**src/cpsp_pkg.sv**
```systemverilog
// Package: payload types, register indexes and shared constants for the cascaded PID pair.
package cpsp_pkg;

  typedef struct packed {
    logic signed [15:0] delta_a;
    logic signed [15:0] delta_b;
    logic signed [31:0] target_position;
  } cpsp_in_t;

  typedef struct packed {
    logic signed [31:0] drive_a;
    logic signed [31:0] drive_b;
    logic               done_res;
  } cpsp_out_t;

  localparam int          DoneTolerance = 6554;
  localparam int unsigned MulSteps      = 32;

  localparam logic [2:0] RegPosKp  = 3'd0;
  localparam logic [2:0] RegPosKi  = 3'd1;
  localparam logic [2:0] RegPosKd  = 3'd2;
  localparam logic [2:0] RegVelKp  = 3'd3;
  localparam logic [2:0] RegVelKi  = 3'd4;
  localparam logic [2:0] RegVelKd  = 3'd5;
  localparam logic [2:0] RegSpdLim = 3'd6;
  localparam logic [2:0] RegStpLim = 3'd7;

  function automatic logic signed [63:0] sat64(input logic signed [63:0] v, input int bits);
    logic signed [63:0] lim;
    lim = 64'sd1 <<< (bits - 1);
    if (v > lim - 64'sd1) return lim - 64'sd1;
    if (v < -lim) return -lim;
    return v;
  endfunction

  function automatic logic signed [63:0] clamp_term(input logic signed [79:0] v);
    logic signed [79:0] lim;
    lim = 80'sd1 <<< 61;
    if (v > lim) return 64'sd1 <<< 61;
    if (v < -lim) return -(64'sd1 <<< 61);
    return v[63:0];
  endfunction

endpackage

```
**src/cpsp_mul.sv**
```systemverilog
// Bit-serial signed 32x48 multiplier giving floor(g*v/65536), one gain bit per cycle.
module cpsp_mul import cpsp_pkg::*; (
  input  logic               clk,
  input  logic               rst_n,
  input  logic               start,
  input  logic signed [31:0] gain,
  input  logic signed [47:0] value,
  output logic               busy,
  output logic signed [63:0] term
);
  logic               busy_r, busy_nxt;
  logic [5:0]         cnt_r, cnt_nxt;
  logic [31:0]        g_r, g_nxt;
  logic signed [79:0] v_r, v_nxt;
  logic signed [79:0] acc_r, acc_nxt;
  logic signed [79:0] prod;

  assign prod = acc_r >>> 16;

  always_comb begin
    busy_nxt = busy_r;
    cnt_nxt  = cnt_r;
    g_nxt    = g_r;
    v_nxt    = v_r;
    acc_nxt  = acc_r;
    if (start) begin
      busy_nxt = 1'b1;
      cnt_nxt  = '0;
      g_nxt    = gain;
      v_nxt    = 80'(value);
      acc_nxt  = '0;
    end else if (busy_r) begin
      if (g_r[0]) begin
        if (cnt_r == 6'(MulSteps - 1)) acc_nxt = acc_r - v_r;
        else acc_nxt = acc_r + v_r;
      end
      g_nxt = g_r >> 1;
      v_nxt = v_r <<< 1;
      cnt_nxt = cnt_r + 6'd1;
      if (cnt_r == 6'(MulSteps - 1)) busy_nxt = 1'b0;
    end
  end

  always_ff @(posedge clk) begin
    if (!rst_n) begin
      busy_r <= 1'b0;
      cnt_r  <= '0;
    end else begin
      busy_r <= busy_nxt;
      cnt_r  <= cnt_nxt;
    end
    g_r   <= g_nxt;
    v_r   <= v_nxt;
    acc_r <= acc_nxt;
  end

  assign busy = busy_r;
  assign term = clamp_term(prod);
endmodule

```
**src/cascaded_position_speed_pid_pair.sv**
```systemverilog
// Top level: cascaded position/speed PID pair for one axis with two opposed wheels.
// Usage:
//   in_ channel carries one control tick (wheel deltas and target position).
//   out_ channel returns one result per tick: two drives and a done flag.
//   cfg_ channel writes gains and limits by index; write only while idle.
//   Each tick runs nine products on one bit-serial multiplier (each one
//   started, run over its 32 gain bits and accumulated): three position
//   products, then the command clamp, the speed error setup, six speed
//   products and the result load into the output register.
//   One item is in flight at a time: no new transfer is taken until the result is loaded.
//   The result sits in an output register; the next input transfer is
//   taken as soon as the result is loaded there, so a stalled receiver
//   holds only the previous result, and a new result waits until it leaves.
//   Synchronous reset clears all loop state, the gain and limit registers and the handshakes.
//   When the position error falls under the tolerance, the drives are zero,
//   done is set and all loop state clears.
module cascaded_position_speed_pid_pair import cpsp_pkg::*; (
  input  logic        clk,
  input  logic        rst_n,
  input  logic        in_valid,
  output logic        in_stall,
  input  cpsp_in_t    in_data,
  output logic        out_valid,
  input  logic        out_stall,
  output cpsp_out_t   out_data,
  input  logic        cfg_valid,
  output logic        cfg_ready,
  input  logic [2:0]  cfg_index,
  input  logic [31:0] cfg_wdata
);
  typedef enum logic [2:0] {S_IDLE, S_POS, S_CMD, S_VEL, S_FIN, S_OUT} state_t;

  state_t state_r;
  logic [3:0] step_r;
  logic       mstart_r;

  logic signed [31:0] kp_r, ki_r, kd_r, vkp_r, vki_r, vkd_r;
  logic [30:0]        slim_r, stlim_r;
  logic signed [63:0] slim_s, stlim_s;

  logic signed [47:0] pos_sum_r, pint_r, iint_a_r, iint_b_r;
  logic signed [31:0] lperr_r, lcmd_r, lea_r, leb_r;

  logic signed [31:0] perr_r, cmd_r, ea_r, eb_r, da_r, db_r;
  logic signed [32:0] dperr_r;
  logic signed [63:0] sum_r;
  logic signed [31:0] drive_a_r;
  logic signed [47:0] npos_r, npint_r, nia_r, nib_r;

  logic               out_valid_r;
  cpsp_out_t          out_r;

  logic signed [31:0] mgain;
  logic signed [47:0] mval;
  logic               mbusy;
  logic signed [63:0] mterm;

  logic signed [63:0] t_sum, t_perr, t_cmd, t_diff, t_ea, t_eb;
  logic signed [63:0] t_pint, t_nia, t_nib;

  cpsp_mul u_mul (
    .clk, .rst_n, .start(mstart_r), .gain(mgain), .value(mval),
    .busy(mbusy), .term(mterm)
  );

  always_comb begin
    case (step_r)
      4'd0: begin mgain = kp_r;  mval = 48'(perr_r);  end
      4'd1: begin mgain = ki_r;  mval = npint_r;       end
      4'd2: begin mgain = kd_r;  mval = 48'(dperr_r); end
      4'd3: begin mgain = vkp_r; mval = 48'(ea_r);    end
      4'd4: begin mgain = vki_r; mval = nia_r;         end
      4'd5: begin mgain = vkd_r; mval = 48'(ea_r) - 48'(lea_r); end
      4'd6: begin mgain = vkp_r; mval = 48'(eb_r);    end
      4'd7: begin mgain = vki_r; mval = nib_r;         end
      default: begin mgain = vkd_r; mval = 48'(eb_r) - 48'(leb_r); end
    endcase
  end

  assign in_stall  = (state_r != S_IDLE);
  assign cfg_ready = 1'b1;
  assign out_valid = out_valid_r;
  assign out_data  = out_r;

  assign slim_s  = 64'($signed({1'b0, slim_r}));
  assign stlim_s = 64'($signed({1'b0, stlim_r}));

  always_comb begin
    t_sum  = sat64(64'(pos_sum_r) + 64'(in_data.delta_a) - 64'(in_data.delta_b), 48);
    t_perr = sat64(64'(in_data.target_position) - (t_sum <<< 15), 32);
    t_pint = sat64(64'(pint_r) + t_perr, 48);
    t_cmd  = sat64(sum_r, 32);
    if (t_cmd > slim_s) t_cmd = slim_s;
    if (t_cmd < -slim_s) t_cmd = -slim_s;
    t_diff = t_cmd - 64'(lcmd_r);
    if (t_diff > stlim_s) t_cmd = sat64(64'(lcmd_r) + stlim_s, 32);
    else if (t_diff < -stlim_s) t_cmd = sat64(64'(lcmd_r) - stlim_s, 32);
    t_ea = sat64(64'(cmd_r) - (64'(da_r) <<< 16), 32);
    t_eb = sat64(-64'(cmd_r) - (64'(db_r) <<< 16), 32);
    t_nia = sat64(64'(iint_a_r) + t_ea, 48);
    t_nib = sat64(64'(iint_b_r) + t_eb, 48);
  end

  always_ff @(posedge clk) begin
    if (!rst_n) begin
      state_r <= S_IDLE;
      step_r <= '0;
      mstart_r <= 1'b0;
      out_valid_r <= 1'b0;
      kp_r <= '0; ki_r <= '0; kd_r <= '0;
      vkp_r <= '0; vki_r <= '0; vkd_r <= '0;
      slim_r <= '0; stlim_r <= '0;
      pos_sum_r <= '0; pint_r <= '0; iint_a_r <= '0; iint_b_r <= '0;
      lperr_r <= '0; lcmd_r <= '0; lea_r <= '0; leb_r <= '0;
    end else begin
      mstart_r <= 1'b0;
      if (out_valid_r && !out_stall) out_valid_r <= 1'b0;
      if (cfg_valid) begin
        case (cfg_index)
          RegPosKp:  kp_r <= cfg_wdata;
          RegPosKi:  ki_r <= cfg_wdata;
          RegPosKd:  kd_r <= cfg_wdata;
          RegVelKp:  vkp_r <= cfg_wdata;
          RegVelKi:  vki_r <= cfg_wdata;
          RegVelKd:  vkd_r <= cfg_wdata;
          RegSpdLim: slim_r <= cfg_wdata[30:0];
          RegStpLim: stlim_r <= cfg_wdata[30:0];
          default: ;
        endcase
      end
      case (state_r)
        S_IDLE: begin
          if (in_valid) begin
            npos_r  <= t_sum[47:0];
            perr_r  <= t_perr[31:0];
            npint_r <= t_pint[47:0];
            dperr_r <= 33'(t_perr - 64'(lperr_r));
            da_r <= 32'(in_data.delta_a);
            db_r <= 32'(in_data.delta_b);
            sum_r <= '0;
            step_r <= '0;
            mstart_r <= 1'b1;
            state_r <= S_POS;
          end
        end
        S_POS: begin
          if (!mstart_r && !mbusy) begin
            if (step_r == 4'd2) begin
              sum_r <= sum_r + mterm;
              state_r <= S_CMD;
            end else begin
              sum_r <= sum_r + mterm;
              step_r <= step_r + 4'd1;
              mstart_r <= 1'b1;
            end
          end
        end
        S_CMD: begin
          cmd_r <= t_cmd[31:0];
          state_r <= S_VEL;
          step_r <= 4'd15;
        end
        S_VEL: begin
          if (step_r == 4'd15) begin
            ea_r <= t_ea[31:0];
            eb_r <= t_eb[31:0];
            nia_r <= t_nia[47:0];
            nib_r <= t_nib[47:0];
            sum_r <= '0;
            step_r <= 4'd3;
            mstart_r <= 1'b1;
          end else if (!mstart_r && !mbusy) begin
            if (step_r == 4'd5) begin
              drive_a_r <= 32'(sat64(sum_r + mterm, 32));
              sum_r <= '0;
            end else begin
              sum_r <= sum_r + mterm;
            end
            if (step_r == 4'd8) begin
              state_r <= S_FIN;
            end else begin
              step_r <= step_r + 4'd1;
              mstart_r <= 1'b1;
            end
          end
        end
        S_FIN: begin
          if (!out_valid_r || !out_stall) begin
            out_valid_r <= 1'b1;
            if (perr_r > -DoneTolerance && perr_r < DoneTolerance) begin
              out_r.drive_a <= '0;
              out_r.drive_b <= '0;
              out_r.done_res <= 1'b1;
              pos_sum_r <= '0; pint_r <= '0; iint_a_r <= '0; iint_b_r <= '0;
              lperr_r <= '0; lcmd_r <= '0; lea_r <= '0; leb_r <= '0;
            end else begin
              out_r.drive_a <= drive_a_r;
              out_r.drive_b <= 32'(sat64(sum_r, 32));
              out_r.done_res <= 1'b0;
              pos_sum_r <= npos_r; pint_r <= npint_r;
              iint_a_r <= nia_r; iint_b_r <= nib_r;
              lperr_r <= perr_r; lcmd_r <= cmd_r;
              lea_r <= ea_r; leb_r <= eb_r;
            end
            state_r <= S_IDLE;
          end
        end
        default: state_r <= S_IDLE;
      endcase
    end
  end

  a_one_in_flight: assert property (@(posedge clk) disable iff (!rst_n)
    (in_valid && !in_stall) |=> in_stall) else $error("transfer taken while busy");
  a_done_zero: assert property (@(posedge clk) disable iff (!rst_n)
    (out_valid && out_data.done_res) |-> (out_data.drive_a == 0 && out_data.drive_b == 0))
    else $error("done with nonzero drive");
  a_mul_idle: assert property (@(posedge clk) disable iff (!rst_n)
    (state_r == S_IDLE) |-> !mbusy) else $error("multiplier busy while idle");
endmodule

```
**config.mk**
```make
export PLATFORM = sky130hd
export DESIGN_NAME = cascaded_position_speed_pid_pair
export DESIGN_NICKNAME = d
export VERILOG_FILES = /design/src/cpsp_pkg.sv /design/src/cpsp_mul.sv /design/src/cascaded_position_speed_pid_pair.sv
export SDC_FILE = /design/constraint.sdc
export NUM_CORES = 2
export LEC_CHECK = 0
export ABC_AREA = 0
export BUFFER_PORTS_ARGS = -buffer_cell sky130_fd_sc_hd__buf_2
export CORE_ASPECT_RATIO = 0.5
export CORE_MARGIN = 1.5
export CORE_UTILIZATION = 35
export CTS_CLUSTER_DIAMETER = 80
export DETAILED_ROUTE_END_ITERATION = 8
export PLACE_DENSITY = 0.6
export SYNTH_ARGS = -nofsm -noshare
export SYNTH_HDL_FRONTEND = slang
export SYNTH_SLANG_ARGS = --single-unit
```
**constraint.sdc**
```tcl
create_clock -name clk -period 13.95 [get_ports clk]
set_input_delay 1.395 -clock clk [delete_from_list [all_inputs] [get_ports clk]]
set_output_delay 1.395 -clock clk [all_outputs]
set_load 0.03 [all_outputs]
```
==> flow_summary.json <==
{
  "synth_fp_nets": 12700,
  "p_leak_uw": 0.0468,
  "outcome": "completed",
  "synth_cells": 11700,
  "ys_top_cells_by_area": "edfxtp_1 20%, dfxtp_1 14%, ha_1 12%, nand2_1 5.8%, a21boi_0 4.8%",
  "cap_viol_max_count": 0,
  "synth_ff_type": "dfxtp_1",
  "antenna_found_initial": 24,
  "grt_max_degree": 240,
  "yosys_warnings": 0,
  "drive_gt1_share_pct": 12.9,
  "dieArea_sq_mm": 0.286,
  "critPathKind": "flop to flop",
  "hold_ws_ns": 0.461,
  "synth-simple-area-share_pct": 18.5,
  "fin_nets": 13400,
  "ys_seq_area_share_pct": 33.6,
  "hp-class": "flop to flop",
  "clkTransAtPathRegs_ns": 0.07,
  "synth_edf_count": 658,
  "finalHoldViolations": 0,
  "synth_area_per_cell_sq_um": 8.47,
  "finalCriticalPeriod_ns": 13.43,
  "gr-total-overflow": 0,
  "netlist_area_sq_mm": 0.0988,
  "avgRoutedWirePerCell_um": 21.2,
  "arrival_ns": 13.98,
  "clock_skew_ns": 0.0732,
  "powerDensity_mw_per_mm2": 164,
  "area_growth_pct": 16.7,
  "placementRows": 137,
  "port_buffers": 170,
  "max-slew-margin-rel_pct": 18.1,
  "place_congestion": 0.946,
  "crit_path_max_fanout": 10,
  "die_h_um": 379,
  "die_w_um": 754,
  "vias": 89800,
  "root_buffer": "clkbuf_16",
  "yosys.area.top_type_share_pct": 20.0,
  "finalSetupViolCount": 0,
  "synth-xor-area-share_pct": 6.34,
  "clock_path_buffers": 4,
  "stdcell_count": 16200,
  "netlist_top_cells_count": "1515 x nand2_1, 915 x ha_1, 730 x inv_1",
  "place_area_sq_mm": 0.109,
  "irDropWorstVdd_mv": 0.233,
  "cts_buffers": 149,
  "grt_usage_pct": 22.8,
  "worst_slew_pin_slew_ns": 1.23,
  "end_kind": "flop",
  "h-tree-depth": 4,
  "post-route-period-util_pct": 96.3,
  "dp_hpwl_um": 254000,
  "synth-seq-cells": 1328,
  "synth_area_leader_cell": "edfxtp_1",
  "grt_pass1_wl_um": 512000,
  "synth.distinct_cells": 108,
  "ios": 172,
  "ant_nets": 0,
  "cp_slowest_cell": "or3_4",
  "drc": 0,
  "drtIter0Drc": 8193,
  "vias_per_cell": 5.56,
  "synth_fa_ha_area_share_pct": 12.9,
  "drv_slew": 0,
  "startpoint_type": "flop",
  "synth_top_family_by_area": "compound AO/OA/AOI/OAI gates",
  "dp_cells": 15800,
  "synth-async-reset-ratio_pct": 0,
  "grt_pass1_vias": 84900,
  "start_util_pct": 35.3,
  "design_area_sq_mm": 0.115,
  "cts_sinks": 1328,
  "finalSetupTns_ns": 0,
  "clkLatencyLatePin_ns": 0.85,
  "clock.fmax_mhz": 74.4,
  "cp.required_ns": 14.50,
  "synth_compound_area_share_pct": 22.4,
  "synth_mux_area_share_pct": 1.07,
  "yosysMostFrequentCell": "nand2_1",
  "core_area_sq_mm": 0.280,
  "routed_wl_um": 343000,
  "dr.pass1.iters": 7,
  "cts_tree": "done",
  "max_stage_delay_ns": 0.39
}
==> power by group <==
part           switching [uW]  internal (uW)  total [uW]
sequential                274           4540        4810
combinational            5520           4610       10100
clock                    1740           2230        3980
total                    7540          11400       18900
==> cell type report <==
type | instances | area, sq um
inverter | 733 | 2760
tap | 3753 | 4700
multi-input combinational | 9008 | 61800
timing repair buffer | 1073 | 8110
fill | 27800 | 164000
sequential | 1328 | 33200
clock inverter | 69 | 599
clock buffer | 193 | 4100
antenna | 5 | 12.5
==> critical path: cells and delay by family, from the launching register on <==
| kind | cells | cell delay, ns |
|---|---|---|
| AOI/OAI and AO/OA | 36 | 5.90 |
| and+or+nand+nor | 19 | 2.84 |
| xor gates and xnor gates | 2 | 0.38 |
| buffers and inverters | 10 | 1.43 |
| muxes | 2 | 0.60 |
| DFF | 1 | 0.36 |
| adders and majority gates | 6 | 1.65 |
==> metrics by stage <==
step	power [uW]	util [%]	setup WS, ns
after detailed placement	14000	39.0	-0.543
after global placement	13900	39.0	-0.389
after CTS	18000	40.7	0.0391
after floorplan	10500	-	-0.0227
after global routing	20000	41.2	-0.103
final	18900	41.2	0.516
==> what timing repair did <==
item	4_1_cts	5_1_grt
setup endpoints to repair	32	106
hold buffers	0	0
hold endpoints to repair	0	0
gates cloned	0	10
pin swaps	2	68
gates resized for setup	16	223
buffers inserted	3	39
==> worst paths after layout <==
path                                              end                   from  slack (ns)  cells after the start
worst max-delay path              cmd_r[30]$_DFFE_PP_    sum_r[60]$_DFFE_PP_        0.52                     75
worst min-delay path            leb_r[2]$_SDFFE_PN0P_  leb_r[2]$_SDFFE_PN0P_        0.46                      2
worst max register to register    cmd_r[30]$_DFFE_PP_    sum_r[60]$_DFFE_PP_        0.52                     75
worst min register to register  leb_r[2]$_SDFFE_PN0P_  leb_r[2]$_SDFFE_PN0P_        0.46                      2
==> cells in the final DEF (no fill, tap or decap), types with 241 or more instances in the layout <==
cell and count:
inv_1 727, nor2_1 678, dfxtp_1 669, xor2_1 241
xnor2_1 458, buf_4 856, ha_1 909, a21boi_0 625
edfxtp_1 658, o21ai_0 534, a21oi_1 668, nand2_1 1508
nand3_1 494, a21o_1 410
==> logic make-up after synthesis <==
kind of cell | count (synthesis)
and+or+nand+nor | 3912
AOI/OAI and AO/OA | 3299
DFF | 1328
buffers and inverters | 1327
adders and majority gates | 981
xor gates and xnor gates | 713
muxes | 101
other | 1
==> per-layer routing <==
layer / wire (um) / vias to the layer above / share of wire [%] / GRT usage (%)
met5: 40 / - / 0.012 / 0
met4: 12100 / 6 / 3.5 / 7.25
met3: 23900 / 527 / 7.0 / 2.77
met2: 155000 / 2888 / 45 / 37.2
met1: 152000 / 43400 / 44 / 31.3
li1: - / 43000 / - / -
==> state kept, by name, indices dropped and copies added (netlist names), 33 cells and up <==
| register | flops |
|---|---|
| npos_r | 48 |
| nia_r | 48 |
| iint_b_r | 48 |
| sum_r | 64 |
| pint_r | 48 |
| pos_sum_r | 48 |
| nib_r | 48 |
| npint_r | 48 |
| u_mul.acc_r | 80 |
| u_mul.v_r | 80 |
| dperr_r | 33 |
| iint_a_r | 48 |
| out_data | 65 |
Note: power is estimated with default switching activity, not from simulation.
